$ cat src/rtl/assert_macros.svh
// ----------------------------------------------------------------------------
// assert_macros.svh
// Assertion macros shared by the turn controller RTL.
// ----------------------------------------------------------------------------
`ifndef ASSERT_MACROS_SVH
`define ASSERT_MACROS_SVH

// Implication checked at every rising edge, disabled while reset is held.
`define PDTC_ASSERT(lbl, clk, rstn, prop, msg) \
    lbl: assert property (@(posedge clk) disable iff (!rstn) prop) else $error(msg);

// Implication checked on a qualifying condition only.
`define PDTC_ASSERT_WHEN(lbl, clk, rstn, cond, prop, msg) \
    lbl: assert property (@(posedge clk) disable iff (!rstn) (cond) |-> (prop)) \
        else $error(msg);

`endif

$ cat src/rtl/pdtc_pkg.sv
// ----------------------------------------------------------------------------
// pdtc_pkg
// Shared types, codes and helpers of the PD turn controller.
// ----------------------------------------------------------------------------
package pdtc_pkg;

    // Item operation codes.
    localparam logic [1:0] OP_START  = 2'd0;
    localparam logic [1:0] OP_SAMPLE = 2'd1;
    localparam logic [1:0] OP_YAW    = 2'd2;

    // Turn sign and spin direction codes share one encoding.
    localparam logic [1:0] SIGN_ZERO = 2'd0;
    localparam logic [1:0] SIGN_POS  = 2'd1;
    localparam logic [1:0] SIGN_NEG  = 2'd2;

    // Configuration register indexes.
    localparam int CFG_IDX_W = 3;
    localparam logic [CFG_IDX_W-1:0] REG_PROP_GAIN   = 3'd0;
    localparam logic [CFG_IDX_W-1:0] REG_DERIV_GAIN  = 3'd1;
    localparam logic [CFG_IDX_W-1:0] REG_VEL_SCALE   = 3'd2;
    localparam logic [CFG_IDX_W-1:0] REG_SETTLE_LIM  = 3'd3;
    localparam logic [CFG_IDX_W-1:0] REG_BAND_MARGIN = 3'd4;
    localparam logic [CFG_IDX_W-1:0] REG_HOLD_WINDOW = 3'd5;
    localparam logic [CFG_IDX_W-1:0] REG_MAX_POWER   = 3'd6;

    // Register reset values.
    localparam logic [15:0] RST_PROP_GAIN   = 16'd2867;
    localparam logic [15:0] RST_DERIV_GAIN  = 16'd1533;
    localparam logic [7:0]  RST_VEL_SCALE   = 8'd10;
    localparam logic [5:0]  RST_SETTLE_LIM  = 6'd10;
    localparam logic [15:0] RST_BAND_MARGIN = 16'd2560;
    localparam logic [15:0] RST_HOLD_WINDOW = 16'd256;
    localparam logic [14:0] RST_MAX_POWER   = 15'd25600;

    // Angles in Q16.8 degrees, held at 26 bits for heading arithmetic.
    localparam logic signed [25:0] DEG180 = 26'sd46080;
    localparam logic signed [25:0] DEG360 = 26'sd92160;
    localparam logic signed [25:0] MAX24  = 26'sd8388607;
    localparam logic signed [25:0] MIN24  = -26'sd8388608;

    // Settle counter ceiling.
    localparam logic [5:0] CNT_MAX = 6'd63;

    // Commands from the controller to the datapath.
    typedef struct packed {
        logic capture;
        logic eval_en;
        logic step_p;
        logic step_d;
        logic step_sum;
        logic fin_en;
    } cmd_t;

    // Status from the datapath to the controller.
    typedef struct packed {
        logic emits;
    } status_t;

    // Saturate a 26-bit signed value to the signed 24-bit range.
    function automatic logic signed [23:0] sat24(input logic signed [25:0] v);
        logic signed [23:0] r;
        if (v > MAX24) begin
            r = 24'sh7FFFFF;
        end else if (v < MIN24) begin
            r = 24'sh800000;
        end else begin
            r = v[23:0];
        end
        return r;
    endfunction

    // Magnitude of a signed 24-bit value; the most negative value fits unsigned.
    function automatic logic [23:0] abs24(input logic signed [23:0] v);
        return v[23] ? 24'(-v) : 24'(v);
    endfunction

endpackage

$ cat src/rtl/pdtc_ctrl.sv
// ----------------------------------------------------------------------------
// pdtc_ctrl
// Sequencer of the turn controller: handshakes and the multiply schedule.
// ----------------------------------------------------------------------------
module pdtc_ctrl (
    input  logic              aclk,
    input  logic              aresetn,
    input  logic              s_valid,
    output logic              s_ready,
    output logic              m_valid,
    input  logic              m_ready,
    input  pdtc_pkg::status_t status,
    output pdtc_pkg::cmd_t    cmd
);

    localparam logic [2:0] ST_IDLE = 3'd0;
    localparam logic [2:0] ST_EVAL = 3'd1;
    localparam logic [2:0] ST_MULP = 3'd2;
    localparam logic [2:0] ST_MULD = 3'd3;
    localparam logic [2:0] ST_SUM  = 3'd4;
    localparam logic [2:0] ST_FIN  = 3'd5;

    logic [2:0] state_reg;
    logic [2:0] state_next;
    logic       m_valid_reg;
    logic       m_valid_next;
    logic       out_free;
    logic       load;

    // The output register can take a result when empty or being drained.
    assign out_free = !m_valid_reg || m_ready;

    // Next state and command decode.
    always_comb begin
        state_next = state_reg;
        cmd        = '0;
        s_ready    = 1'b0;
        case (state_reg)
            ST_IDLE: begin
                s_ready = 1'b1;
                if (s_valid) begin
                    cmd.capture = 1'b1;
                    state_next  = ST_EVAL;
                end
            end
            ST_EVAL: begin
                if (out_free) begin
                    cmd.eval_en = 1'b1;
                    state_next  = status.emits ? ST_IDLE : ST_MULP;
                end
            end
            ST_MULP: begin
                cmd.step_p = 1'b1;
                state_next = ST_MULD;
            end
            ST_MULD: begin
                cmd.step_d = 1'b1;
                state_next = ST_SUM;
            end
            ST_SUM: begin
                cmd.step_sum = 1'b1;
                state_next   = ST_FIN;
            end
            ST_FIN: begin
                if (out_free) begin
                    cmd.fin_en = 1'b1;
                    state_next = ST_IDLE;
                end
            end
            default: begin
                state_next = ST_IDLE;
            end
        endcase
    end

    // A result is loaded either straight from evaluation or after the sum.
    assign load = (cmd.eval_en && status.emits) || cmd.fin_en;

    always_comb begin
        m_valid_next = m_valid_reg;
        if (load) begin
            m_valid_next = 1'b1;
        end else if (m_ready) begin
            m_valid_next = 1'b0;
        end
    end

    always_ff @(posedge aclk) begin
        if (!aresetn) begin
            state_reg   <= ST_IDLE;
            m_valid_reg <= 1'b0;
        end else begin
            state_reg   <= state_next;
            m_valid_reg <= m_valid_next;
        end
    end

    assign m_valid = m_valid_reg;

endmodule

$ cat src/rtl/pdtc_datapath.sv
// ----------------------------------------------------------------------------
// pdtc_datapath
// Turn state, configuration registers, shared multiplier and result register.
// ----------------------------------------------------------------------------
module pdtc_datapath (
    input  logic                              aclk,
    input  logic                              aresetn,
    input  logic                              cfg_wr_en,
    input  logic [pdtc_pkg::CFG_IDX_W-1:0]    cfg_index,
    input  logic [15:0]                       cfg_wdata,
    input  logic [1:0]                        s_op,
    input  logic signed [23:0]                s_value,
    input  pdtc_pkg::cmd_t                    cmd,
    output pdtc_pkg::status_t                 status,
    output logic [14:0]                       m_drive_power,
    output logic [1:0]                        m_direction,
    output logic                              m_hold_brake,
    output logic                              m_turn_done,
    output logic                              m_busy_res,
    output logic signed [23:0]                m_heading_correction
);

    // Configuration registers.
    logic [15:0] prop_gain_reg;
    logic [15:0] deriv_gain_reg;
    logic [7:0]  vel_scale_reg;
    logic [5:0]  settle_lim_reg;
    logic [15:0] band_margin_reg;
    logic [15:0] hold_window_reg;
    logic [14:0] max_power_reg;

    // Turn state.
    logic signed [23:0] target_reg;
    logic [23:0]        tmag_reg;
    logic signed [23:0] last_err_reg;
    logic [1:0]         sign_reg;
    logic [5:0]         cnt_reg;
    logic               holding_reg;
    logic               running_reg;
    logic signed [23:0] corr_reg;
    logic signed [23:0] heading_reg;

    // Captured item and intermediate values.
    logic [1:0]         op_reg;
    logic signed [23:0] val_reg;
    logic signed [23:0] err_reg;
    logic signed [24:0] diff_reg;
    logic [23:0]        kdv_reg;
    logic signed [50:0] prod_reg;
    logic signed [40:0] p1_reg;
    logic signed [50:0] acc_reg;

    // Evaluation signals.
    logic signed [25:0] val26;
    logic signed [25:0] tgt26;
    logic signed [25:0] corr26;
    logic signed [25:0] head26;
    logic signed [23:0] start_tgt;
    logic signed [23:0] err_now;
    logic [23:0]        aerr_now;
    logic signed [24:0] diff_now;
    logic signed [25:0] band_lim;
    logic               in_band;
    logic [5:0]         cnt_bump;
    logic               is_sample;
    logic               finish;
    logic signed [25:0] head_sum;
    logic signed [25:0] head_wrap;
    logic signed [23:0] yaw_corr;
    logic               running_after;
    logic signed [23:0] corr_after;

    // Multiplier operands.
    logic signed [24:0] mul_a;
    logic signed [25:0] mul_b;

    // Final power stage.
    logic [50:0]        acc_mag;
    logic [50:0]        acc_round;
    logic [38:0]        mag;
    logic [14:0]        power;
    logic [23:0]        aerr_fin;
    logic               hold_new;

    // Configuration writes.
    always_ff @(posedge aclk) begin
        if (!aresetn) begin
            prop_gain_reg   <= pdtc_pkg::RST_PROP_GAIN;
            deriv_gain_reg  <= pdtc_pkg::RST_DERIV_GAIN;
            vel_scale_reg   <= pdtc_pkg::RST_VEL_SCALE;
            settle_lim_reg  <= pdtc_pkg::RST_SETTLE_LIM;
            band_margin_reg <= pdtc_pkg::RST_BAND_MARGIN;
            hold_window_reg <= pdtc_pkg::RST_HOLD_WINDOW;
            max_power_reg   <= pdtc_pkg::RST_MAX_POWER;
        end else if (cfg_wr_en) begin
            case (cfg_index)
                pdtc_pkg::REG_PROP_GAIN:   prop_gain_reg   <= cfg_wdata;
                pdtc_pkg::REG_DERIV_GAIN:  deriv_gain_reg  <= cfg_wdata;
                pdtc_pkg::REG_VEL_SCALE:   vel_scale_reg   <= cfg_wdata[7:0];
                pdtc_pkg::REG_SETTLE_LIM:  settle_lim_reg  <= cfg_wdata[5:0];
                pdtc_pkg::REG_BAND_MARGIN: band_margin_reg <= cfg_wdata;
                pdtc_pkg::REG_HOLD_WINDOW: hold_window_reg <= cfg_wdata;
                pdtc_pkg::REG_MAX_POWER:   max_power_reg   <= cfg_wdata[14:0];
                default: begin
                end
            endcase
        end
    end

    // Item capture on the input transfer.
    always_ff @(posedge aclk) begin
        if (cmd.capture) begin
            op_reg  <= s_op;
            val_reg <= s_value;
        end
    end

    // Sign-extended operands for the 24-bit adders.
    assign val26  = 26'(val_reg);
    assign tgt26  = 26'(target_reg);
    assign corr26 = 26'(corr_reg);
    assign head26 = 26'(heading_reg);

    // Start: target is the request plus the heading correction.
    assign start_tgt = pdtc_pkg::sat24(val26 + corr26);

    // Sample: error, its magnitude and its change since the last sample.
    assign err_now  = pdtc_pkg::sat24(tgt26 - val26);
    assign aerr_now = pdtc_pkg::abs24(err_now);
    assign diff_now = 25'(err_now) - 25'(last_err_reg);

    // Settle band is the target magnitude less the margin; it may be empty.
    assign band_lim = $signed({2'b00, tmag_reg}) - $signed({10'd0, band_margin_reg});
    assign in_band  = $signed({2'b00, aerr_now}) < band_lim;

    // Counter advances only while already holding, and saturates.
    always_comb begin
        if (!holding_reg) begin
            cnt_bump = '0;
        end else if (cnt_reg != pdtc_pkg::CNT_MAX) begin
            cnt_bump = cnt_reg + 6'd1;
        end else begin
            cnt_bump = cnt_reg;
        end
    end

    assign is_sample = (op_reg == pdtc_pkg::OP_SAMPLE) && running_reg;
    assign finish    = is_sample && in_band && (cnt_bump > settle_lim_reg);

    // Expected heading advances by the requested angle, wrapped to +-180.
    assign head_sum = head26 + tgt26 - corr26;
    always_comb begin
        if (head_sum > pdtc_pkg::DEG180) begin
            head_wrap = head_sum - pdtc_pkg::DEG360;
        end else if (head_sum < -pdtc_pkg::DEG180) begin
            head_wrap = head_sum + pdtc_pkg::DEG360;
        end else begin
            head_wrap = head_sum;
        end
    end

    // Yaw: correction is expected heading minus measured yaw.
    assign yaw_corr = pdtc_pkg::sat24(head26 - val26);

    // Only a sample of a running, unfinished turn goes on to the multiplier.
    assign status.emits = !is_sample || finish;

    // Busy flag and correction as they stand after this item.
    always_comb begin
        running_after = running_reg;
        corr_after    = corr_reg;
        case (op_reg)
            pdtc_pkg::OP_START: begin
                running_after = 1'b1;
            end
            pdtc_pkg::OP_SAMPLE: begin
                if (finish) begin
                    running_after = 1'b0;
                end
            end
            pdtc_pkg::OP_YAW: begin
                if (!running_reg) begin
                    corr_after = yaw_corr;
                end
            end
            default: begin
            end
        endcase
    end

    // Turn state updates.
    always_ff @(posedge aclk) begin
        if (!aresetn) begin
            target_reg   <= '0;
            tmag_reg     <= '0;
            last_err_reg <= '0;
            sign_reg     <= pdtc_pkg::SIGN_ZERO;
            cnt_reg      <= '0;
            holding_reg  <= 1'b0;
            running_reg  <= 1'b0;
            corr_reg     <= '0;
            heading_reg  <= '0;
        end else if (cmd.eval_en) begin
            case (op_reg)
                pdtc_pkg::OP_START: begin
                    target_reg   <= start_tgt;
                    tmag_reg     <= pdtc_pkg::abs24(start_tgt);
                    last_err_reg <= start_tgt;
                    if (start_tgt == '0) begin
                        sign_reg <= pdtc_pkg::SIGN_ZERO;
                    end else if (start_tgt[23]) begin
                        sign_reg <= pdtc_pkg::SIGN_NEG;
                    end else begin
                        sign_reg <= pdtc_pkg::SIGN_POS;
                    end
                    cnt_reg      <= '0;
                    holding_reg  <= 1'b0;
                    running_reg  <= 1'b1;
                end
                pdtc_pkg::OP_SAMPLE: begin
                    if (running_reg) begin
                        if (in_band) begin
                            cnt_reg <= cnt_bump;
                        end
                        if (finish) begin
                            heading_reg <= pdtc_pkg::sat24(head_wrap);
                            target_reg  <= '0;
                            running_reg <= 1'b0;
                        end
                    end
                end
                pdtc_pkg::OP_YAW: begin
                    if (!running_reg) begin
                        corr_reg <= yaw_corr;
                    end
                end
                default: begin
                end
            endcase
        end else if (cmd.fin_en) begin
            holding_reg  <= hold_new;
            last_err_reg <= err_reg;
        end
    end

    // Error and error change kept for the multiply sequence.
    always_ff @(posedge aclk) begin
        if (cmd.eval_en) begin
            err_reg  <= err_now;
            diff_reg <= diff_now;
        end
    end

    // Shared multiplier: kd*scale, then kp*error, then (kd*scale)*difference.
    always_comb begin
        if (cmd.step_p) begin
            mul_a = 25'(err_reg);
            mul_b = $signed({10'd0, prop_gain_reg});
        end else if (cmd.step_d) begin
            mul_a = diff_reg;
            mul_b = $signed({2'b00, kdv_reg});
        end else begin
            mul_a = $signed({9'd0, deriv_gain_reg});
            mul_b = $signed({18'd0, vel_scale_reg});
        end
    end

    always_ff @(posedge aclk) begin
        prod_reg <= mul_a * mul_b;
        if (cmd.step_p) begin
            kdv_reg <= prod_reg[23:0];
        end
        if (cmd.step_d) begin
            p1_reg <= prod_reg[40:0];
        end
        if (cmd.step_sum) begin
            acc_reg <= 51'(p1_reg) + prod_reg;
        end
    end

    // Power magnitude rounded half up, then limited.
    assign acc_mag   = acc_reg[50] ? 51'(-acc_reg) : 51'(acc_reg);
    assign acc_round = acc_mag + 51'd2048;
    assign mag       = acc_round[50:12];
    assign power     = (mag > {24'd0, max_power_reg}) ? max_power_reg : mag[14:0];

    // Motors hold once the error falls inside the hold window.
    assign aerr_fin = pdtc_pkg::abs24(err_reg);
    assign hold_new = holding_reg || (aerr_fin < {8'd0, hold_window_reg});

    // Result register.
    always_ff @(posedge aclk) begin
        if (cmd.eval_en && status.emits) begin
            m_drive_power        <= '0;
            m_direction          <= pdtc_pkg::SIGN_ZERO;
            m_hold_brake         <= 1'b0;
            m_turn_done          <= finish;
            m_busy_res           <= running_after;
            m_heading_correction <= corr_after;
        end else if (cmd.fin_en) begin
            m_drive_power        <= power;
            m_direction          <= sign_reg;
            m_hold_brake         <= hold_new;
            m_turn_done          <= 1'b0;
            m_busy_res           <= 1'b1;
            m_heading_correction <= corr_reg;
        end
    end

endmodule

$ cat src/rtl/pd_turn_controller_unit.sv
// ----------------------------------------------------------------------------
// pd_turn_controller_unit
// PD turn regulator: start, gyro sample and yaw items, one result each.
// ----------------------------------------------------------------------------
// Start, yaw and idle items and samples that finish a turn load their result
// from evaluation; other samples of a running turn make three passes through
// the one shared multiplier, then the sum and the rounding stage. One item is
// in work at a time. Reset (aresetn low, synchronous) clears the turn state and
// loads the default gains and limits; no result is pending after reset.
`include "assert_macros.svh"

module pd_turn_controller_unit (
    input  logic                           aclk,
    input  logic                           aresetn,
    input  logic                           cfg_wr_en,
    input  logic [pdtc_pkg::CFG_IDX_W-1:0] cfg_index,
    input  logic [15:0]                    cfg_wdata,
    input  logic                           s_valid,
    output logic                           s_ready,
    input  logic [1:0]                     s_op,
    input  logic signed [23:0]             s_value,
    output logic                           m_valid,
    input  logic                           m_ready,
    output logic [14:0]                    m_drive_power,
    output logic [1:0]                     m_direction,
    output logic                           m_hold_brake,
    output logic                           m_turn_done,
    output logic                           m_busy_res,
    output logic signed [23:0]             m_heading_correction
);

    pdtc_pkg::cmd_t    cmd;
    pdtc_pkg::status_t status;

    // Sequencer.
    pdtc_ctrl u_ctrl (
        .aclk    (aclk),
        .aresetn (aresetn),
        .s_valid (s_valid),
        .s_ready (s_ready),
        .m_valid (m_valid),
        .m_ready (m_ready),
        .status  (status),
        .cmd     (cmd)
    );

    // Datapath.
    pdtc_datapath u_datapath (
        .aclk                 (aclk),
        .aresetn              (aresetn),
        .cfg_wr_en            (cfg_wr_en),
        .cfg_index            (cfg_index),
        .cfg_wdata            (cfg_wdata),
        .s_op                 (s_op),
        .s_value              (s_value),
        .cmd                  (cmd),
        .status               (status),
        .m_drive_power        (m_drive_power),
        .m_direction          (m_direction),
        .m_hold_brake         (m_hold_brake),
        .m_turn_done          (m_turn_done),
        .m_busy_res           (m_busy_res),
        .m_heading_correction (m_heading_correction)
    );

    // An accepted item occupies the block for at least the next cycle.
    `PDTC_ASSERT(a_busy_after_take, aclk, aresetn, (s_valid && s_ready) |=> !s_ready, "ready after transfer")
    // A finishing result brakes: no power, no spin, turn no longer running.
    `PDTC_ASSERT_WHEN(a_done_brakes, aclk, aresetn, m_valid && m_turn_done, (m_drive_power == 15'd0) && (m_direction == pdtc_pkg::SIGN_ZERO) && !m_busy_res, "done result not braking")
    // Holding and drive power appear only while a turn runs.
    `PDTC_ASSERT_WHEN(a_hold_running, aclk, aresetn, m_valid && (m_hold_brake || (m_drive_power != 15'd0)), m_busy_res, "hold or power while idle")
    // The sequencer issues at most one datapath command per cycle.
    `PDTC_ASSERT(a_one_cmd, aclk, aresetn, $onehot0(cmd), "overlapping commands")

endmodule
$ cat config.mk
export PLATFORM = sky130hd
export DESIGN_NAME = pd_turn_controller_unit
export DESIGN_NICKNAME = d
export VERILOG_FILES = /design/src/rtl/pdtc_pkg.sv /design/src/rtl/pdtc_ctrl.sv /design/src/rtl/pdtc_datapath.sv /design/src/rtl/pd_turn_controller_unit.sv
export VERILOG_INCLUDE_DIRS = /design/src /design/src/rtl
export SDC_FILE = /design/constraint.sdc
export NUM_CORES = 2
export LEC_CHECK = 0
export BUFFER_PORTS_ARGS = -buffer_cell sky130_fd_sc_hd__buf_4
export CAP_MARGIN = 20
export CELL_PAD_IN_SITES_DETAIL_PLACEMENT = 0
export CELL_PAD_IN_SITES_GLOBAL_PLACEMENT = 1
export CORE_ASPECT_RATIO = 0.5
export CORE_MARGIN = 2
export CORE_UTILIZATION = 40
export CTS_CLUSTER_DIAMETER = 120
export DETAILED_ROUTE_END_ITERATION = 16
export PLACE_DENSITY_LB_ADDON = 0.15
export SETUP_SLACK_MARGIN = 0.05
export SLEW_MARGIN = 20
export SYNTH_ARGS = -nofsm -noshare
export SYNTH_HDL_FRONTEND = slang
export SYNTH_SLANG_ARGS = --single-unit
$ cat constraint.sdc
create_clock -name aclk -period 8.7 [get_ports aclk]
set_input_delay 0.87 -clock aclk [delete_from_list [all_inputs] [get_ports aclk]]
set_output_delay 0.87 -clock aclk [all_outputs]
set_load 0.01 [all_outputs]
## Yosys cells after proc, flatten, opt, wreduce, memory -nomap -nowiden

Index checks and enable logic that the tools add are counted.

- $mul: 1
- Equality and inequality tests: 21
- Reduce and logical (&&, ||, !) cells: 32
- Magnitude comparators: 14
- Muxes and demuxes: 64
- $add $sub $neg: 16

Operators by type and width:

| cell | number |
|---|---|
| $mux 24 | 22 |
| $gt 26x24->1 const B | 4 |
| $lt 26x24->1 const B | 4 |
| $sub 24x24->25 | 3 |
| $neg 24->24 | 3 |
| $mux 26 | 2 |
| $add 41x51->51 | 1 |
| $add 51x12->51 const B | 1 |
| $mux 51 | 1 |
| $neg 51->51 | 1 |
| $add 24x24->25 | 2 |
| $mul 25x25->50 | 1 |
| $mux 25 | 2 |
| $pmux 24 s2 | 1 |
| $gt 39x15->1 | 1 |
| $add 26x18->26 const B | 1 |
| $gt 26x17->1 const B | 1 |
| $lt 25x26->1 | 1 |
| $lt 26x17->1 const B | 1 |
| $sub 25x24->26 | 1 |
| $sub 26x18->26 const B | 1 |
| $sub 24x16->25 | 1 |
| $logic_not 24->1 | 1 |
| $lt 24x16->1 | 1 |
| other kinds (27) | 90 |

- Bits in registers: 513
- Input port bits: 50
- Output and inout bits: 46

## Longest topological paths before layout

- Word-level depth: 13
- Gate-level depth with buffers: 38
- Depth with buffers taken out: 33

## Cells and area by module

A second synthesis with hierarchy kept.

- Cell total of the unflattened synthesis: 6545
- Area total of the unflattened synthesis: 56932.1 µm²

By module, submodules not included:

| module | area an instance (µm²) | times used | cells each | sequential area each (µm²) |
|---|---|---|---|---|
| pdtc_datapath | 56674.4 | 1 | 6515 | 12341.8 |
| pdtc_ctrl | 257.7 | 1 | 30 | 80.1 |

## Worst setup path before layout

Ideal clock, no wire load.

- Kind: reg2reg
- Start: register u_ctrl.state_reg[0]
- End: register u_datapath.prod_reg[49]
- Buffers on the path: 4
- Slack: -0.140 ns
- Clock period less this slack: 8.840 ns
- Stages on the path, launching flop included: 28
- Setup time: 0.120 ns
- Arrival: 8.720 ns
- Cell sequence: dfxtp_1 -> clkbuf_1 -> clkbuf_1 -> and2_1 -> clkbuf_1 -> buf_1 -> nand3_1 -> fa_1 -> fa_1 -> inv_1 -> fa_1 -> inv_1 -> fa_1 -> fa_1 -> fa_1 -> inv_1 -> fa_1 -> ha_1 -> nand2_1 -> o21bai_1 -> nand2_1 -> a2111oi_0 -> o31a_1 -> a211oi_1 -> a41oi_1 -> o21a_1 -> a21oi_1 -> xnor2_1

- Longest elaborated chain between the ends: 5
- Elaborated cells between the ends (all ways): 9
- Those cells by class: mul: 1; eq/ne: 2; mux: 6

RTL lines:

| element | RTL line | text |
|---|---|---|
| start, declared | pdtc_ctrl.sv:23 | `logic [2:0] state_reg;` |
| start signal, assigned | pdtc_ctrl.sv:93 | `state_reg <= state_next;` |
| $eq 3x2->1 | pdtc_ctrl.sv:38 | `case (state_reg)` |
| $mux 1 | pdtc_ctrl.sv:38 |  |
| $mux 25 or $mux 24 (tied branches) | pdtc_datapath.sv:259 | `end else if (cmd.step_d) begin` |
| $mux 25 or $mux 24 (tied branches) | pdtc_datapath.sv:256 | `if (cmd.step_p) begin` |
| $mul 25x25->50 * | pdtc_datapath.sv:269 | `prod_reg <= mul_a * mul_b;` |
| end signal, assigned | pdtc_datapath.sv:269 |  |
| end, declared | pdtc_datapath.sv:49 | `logic signed [50:0] prod_reg;` |

Every way passes the cells marked *; elsewhere a longest branch is shown, timed or not.
A chain may end at the register's enable or synchronous reset.

## Worst setup path after layout

- Start: register u_ctrl.state_reg[1]
- End: register u_datapath.prod_reg[48]

The elaborated chain is that of the path after synthesis.

==> impl_results.rst <==
.. list-table::
   :header-rows: 1

   * - Metric
     - Value
   * - Delay of the slowest cell on the worst path
     - 0.57 ns
   * - Port-buffer cells
     - 95
   * - Shortest period the worst path allows
     - 8.29 ns
   * - Top cell family by delay on the critical path
     - adder cells
   * - Slowest CP cell
     - sky130_fd_sc_hd__fa_1
   * - Count of cell types in the netlist
     - 87
   * - Nets@finish
     - 7,539
   * - Die Area
     - 141,000 sq um
   * - Die Y
     - 266 microns
   * - Max-capacitance violation count
     - 0
   * - M1 wire length
     - 85,500 microns
   * - Buffers and inverters on the worst path
     - 6
   * - Wirelength per Cell
     - 22.0 microns
   * - Type of the worst min-delay path
     - in2reg
   * - Number of buffers inserted during clock tree synthesis
     - 52
   * - Data required time of the worst path
     - 9.27 ns
   * - Sequential area share after synthesis
     - 0.226
   * - Number of slew-limit violations in the final report
     - 0
   * - Area added between synthesis and finish
     - 11.4%
   * - Via count of the first global-routing pass
     - 45,400
   * - Antenna violations before repair
     - 2
   * - Cell accounting for the most synthesized area
     - sky130_fd_sc_hd__fa_1
   * - CTS tree
     - yes
   * - Synth warn
     - 0
   * - Result of the run
     - finished, final reports clean
   * - Flop and latch count out of synthesis
     - 512
   * - Clock-pin slew on the worst setup and hold paths
     - 0.07 ns
   * - Cell area after layout
     - 61,200 sq um
   * - Most numerous cell on the critical path
     - sky130_fd_sc_hd__fa_1
   * - Power density cells
     - 130 nW/um^2
   * - Worst hold path cell count
     - 1
   * - Area after detailed placement
     - 59,100 sq um
   * - Pwr Total
     - 7930 uW
   * - Detailed route wirelength on metal2
     - 81,900 microns
   * - Number of flip-flops under the largest register name
     - 51
   * - Sw Pwr
     - 2850 uW
   * - Final Util
     - 0.448
   * - Unrepaired setup endpoints after global routing
     - false
   * - Top FF cell, synth
     - sky130_fd_sc_hd__dfxtp_1
   * - Fraction of layout cells with a size suffix above 1
     - 0.0861
   * - Combinational Power Share
     - 0.339
   * - Number of iterations in the first detailed-routing pass
     - 5
   * - Summed instance area of the synthesized netlist
     - 54,900 sq um
   * - Largest net degree at the start of global routing
     - 77
   * - Final count of hold timing violations
     - 0
   * - Vias per cell
     - 5.34
   * - Most frequent cell after synthesis
     - sky130_fd_sc_hd__inv_1
   * - Pin slew with the least headroom to its limit
     - 1.18 ns
   * - Proportion of netlist area held by the largest area contributor
     - 0.242
   * - End point of the most critical hold path
     - u_datapath.val_reg[9]$_DFFE_PP_
   * - Clock latency reported for the late side of the worst-skew pair
     - 0.70 ns
   * - Number of design rule violations left after detail routing
     - 0
   * - Floorplan die width
     - 528 microns
   * - Uppermost signal routing layer after detailed routing
     - met4
   * - Number of cells traversed by the worst register-to-register path
     - 30
   * - Cell chosen for the clock root
     - sky130_fd_sc_hd__clkbuf_16
   * - Antenna violation net count after detailed routing
     - 0
   * - Layout fillers
     - 13,600
   * - Overall track demand over capacity in global routing
     - 0.259
   * - Routed vias
     - 44,300
   * - Worst-case setup slack after placement
     - -0.197 ns
   * - Number of rows created at floorplan
     - 96
   * - Number of flops mapped to enable cells by yosys
     - 217
   * - Worst slew margin relative to its limit
     - 0.211
   * - Register-to-register setup slack
     - 0.41 ns
   * - Total length of routed wires
     - 183,000 microns
   * - Placeable Area
     - 137,000 sq um
   * - Routed met3 length
     - 10,800 microns
   * - Most used standard cells in the synthesized netlist
     - 922 x sky130_fd_sc_hd__inv_1, 755 x sky130_fd_sc_hd__nand2_1, 663 x sky130_fd_sc_hd__fa_1, 587 x sky130_fd_sc_hd__nor2_1, 391 x sky130_fd_sc_hd__ha_1
   * - Async set-or-reset flop fraction in the synthesized netlist
     - 0
   * - Initial core utilization
     - 0.402
   * - CTS sink cnt
     - 512
   * - Num ports
     - 96
   * - Worst setup path class
     - reg2reg
   * - Design internal power
     - 5080 uW
   * - Final worst-path cycle share
     - 0.953
   * - Cell types with the largest area share after synthesis
     - sky130_fd_sc_hd__fa_1 24%, sky130_fd_sc_hd__edfxtp_1 12%, sky130_fd_sc_hd__dfxtp_1 11%
   * - Min setup slack post-route
     - 0.410 ns
   * - Worst flop-to-flop path startpoint
     - u_ctrl.state_reg[1]$_SDFFE_PN0P_
   * - Post-detailed-placement half-perimeter wirelength
     - 151,000 microns
   * - Worst setup EP type
     - flip-flop
   * - First-pass GRT wire length
     - 278,000 microns
   * - Total global routing overflow
     - 0
   * - Fmax
     - 121 MHz
   * - Largest driver fanout on the critical path
     - 25
   * - Largest vdd supply drop
     - 164 uV
   * - Synthesized area per cell
     - 8.76 sq um
   * - Post-synthesis cell count
     - 6,273
   * - Deepest level of the CTS H-tree
     - 2
   * - Static leakage
     - 0.0267 uW
   * - Portion of total power attributed to the clock network
     - 0.309
   * - Nets in the synthesized netlist
     - 7,377
   * - Kind of start point of the critical path
     - flip-flop
   * - Relative contribution of sequential cells to total power
     - 0.352
   * - Endpoint arrival time on the critical path
     - 8.86 ns
   * - Hold path startpoint
     - s_value[9]
   * - Largest buffer count on any clock path
     - 3
   * - Detailed Route Iter0 Violations
     - 3,297
   * - Critical Path Source
     - u_ctrl.state_reg[1]$_SDFFE_PN0P_
   * - Final weighted congestion of routability-driven global placement
     - 0.971
   * - Endpoint of the worst-slack reg-to-reg timing path
     - u_datapath.prod_reg[48]$_DFF_P_
   * - Switching Share
     - 0.359
   * - Setup-failing EPs final
     - 0
   * - Total of hold buffers inserted after clock tree synthesis
     - 0
   * - Max Clock Skew
     - 0.0758 ns
## area by class of cell
class	count	area (sq um)	share of cell area
Multi-Input combinational cell	4580	38300	0.625
Clock buffer	67	1410	0.0230
Tap cell	1813	2270	0.0371
Timing Repair Buffer	363	2920	0.0477
Sequential cell	512	12400	0.203
Antenna cell	2	5.00	0.0000818
Clock inverter	31	418	0.00683
Inverter	926	3480	0.0569
## power by group through the flow
stage                     sequential (uW)  combinational (uW)  clock, uW
after floorplan                      2790                1870          0
after detailed placement             2840                2650          0
after global placement               2840                2620          0
after global routing                 2800                2980       2620
final                                2790                2690       2450
after CTS                            2790                2670       2530
## kinds of logic (layout without fill, tap and decap cells)
family,count (synthesis),count (layout),synth area share
adder cells (fa/ha/maj),1076,1076,0.335
AO/OA/AOI/OAI,1211,1211,0.138
XOR/XNOR,320,320,0.0510
multiplexers,81,81,0.0150
AND/OR/NAND/NOR,1891,1892,0.154
buffers and inverters,1182,1387,0.0811
flip-flops,512,512,0.226
other,0,2,0
## stage by stage
| step | hold slack, ns | std cells | TNS [ns] |
|---|---|---|---|
| floorplan | 0.412 | 6273 | 0 |
| global placement | 0.426 | 8181 | -0.138 |
| detailed placement | 0.426 | 8181 | -0.741 |
| CTS | 0.291 | 8279 | 0 |
| global route | 0.293 | 8292 | 0 |
| finish | 0.341 | 8294 | 0 |
## cells in the final DEF, fill, tap and decap left out, drive strengths merged, types with 59 or more instances in the layout
cell type  Yosys  routed
a211oi        59      59
a21o         108     108
a21oi        378     378
buf           18     362
clkbuf       238      68
dfxtp        295     295
edfxtp       217     217
fa           663     663
ha           391     391
inv          925     928
mux2i         71      71
nand2        755     755
nand2b        68      69
nand3        101     101
nor2         587     587
nor3          83      83
o21ai        286     286
xnor2        226     226
xor2          94      94
## metal layers
layer / GRT usage / up-vias
met2: 0.415 / 1055
met5: 0 / -
met1: 0.365 / 22100
met4: 0.0602 / 0
li1: - / 21000
met3: 0.0443 / 186
## worst register-to-register path, delay by kind of cell, from the launching register on
kind | cells | cell delay, ns
compound gates | 8 | 1.52
xor+xnor | 1 | 0.14
fa+ha+maj | 8 | 4.00
buf+inv | 6 | 0.76
flops | 1 | 0.46
simple gates | 7 | 1.35
## worst max path at each step
stage                                                  to  cells after the start
final                     u_datapath.prod_reg[48]$_DFF_P_                     30
after global routing      u_datapath.prod_reg[48]$_DFF_P_                     29
after CTS                 u_datapath.prod_reg[48]$_DFF_P_                     30
after detailed placement  u_datapath.prod_reg[48]$_DFF_P_                     30
after global placement    u_datapath.prod_reg[48]$_DFF_P_                     29
after floorplan           u_datapath.prod_reg[49]$_DFF_P_                     32
## timing repair
action | 4_1_cts | 5_1_grt
setup buffers | 0 | 11
pin swaps | 0 | 2
endpoints found under the setup margin | 8 | 49
resized for setup | 3 | 31
gates cloned | 0 | 2
(Power assumes the default switching activity.)
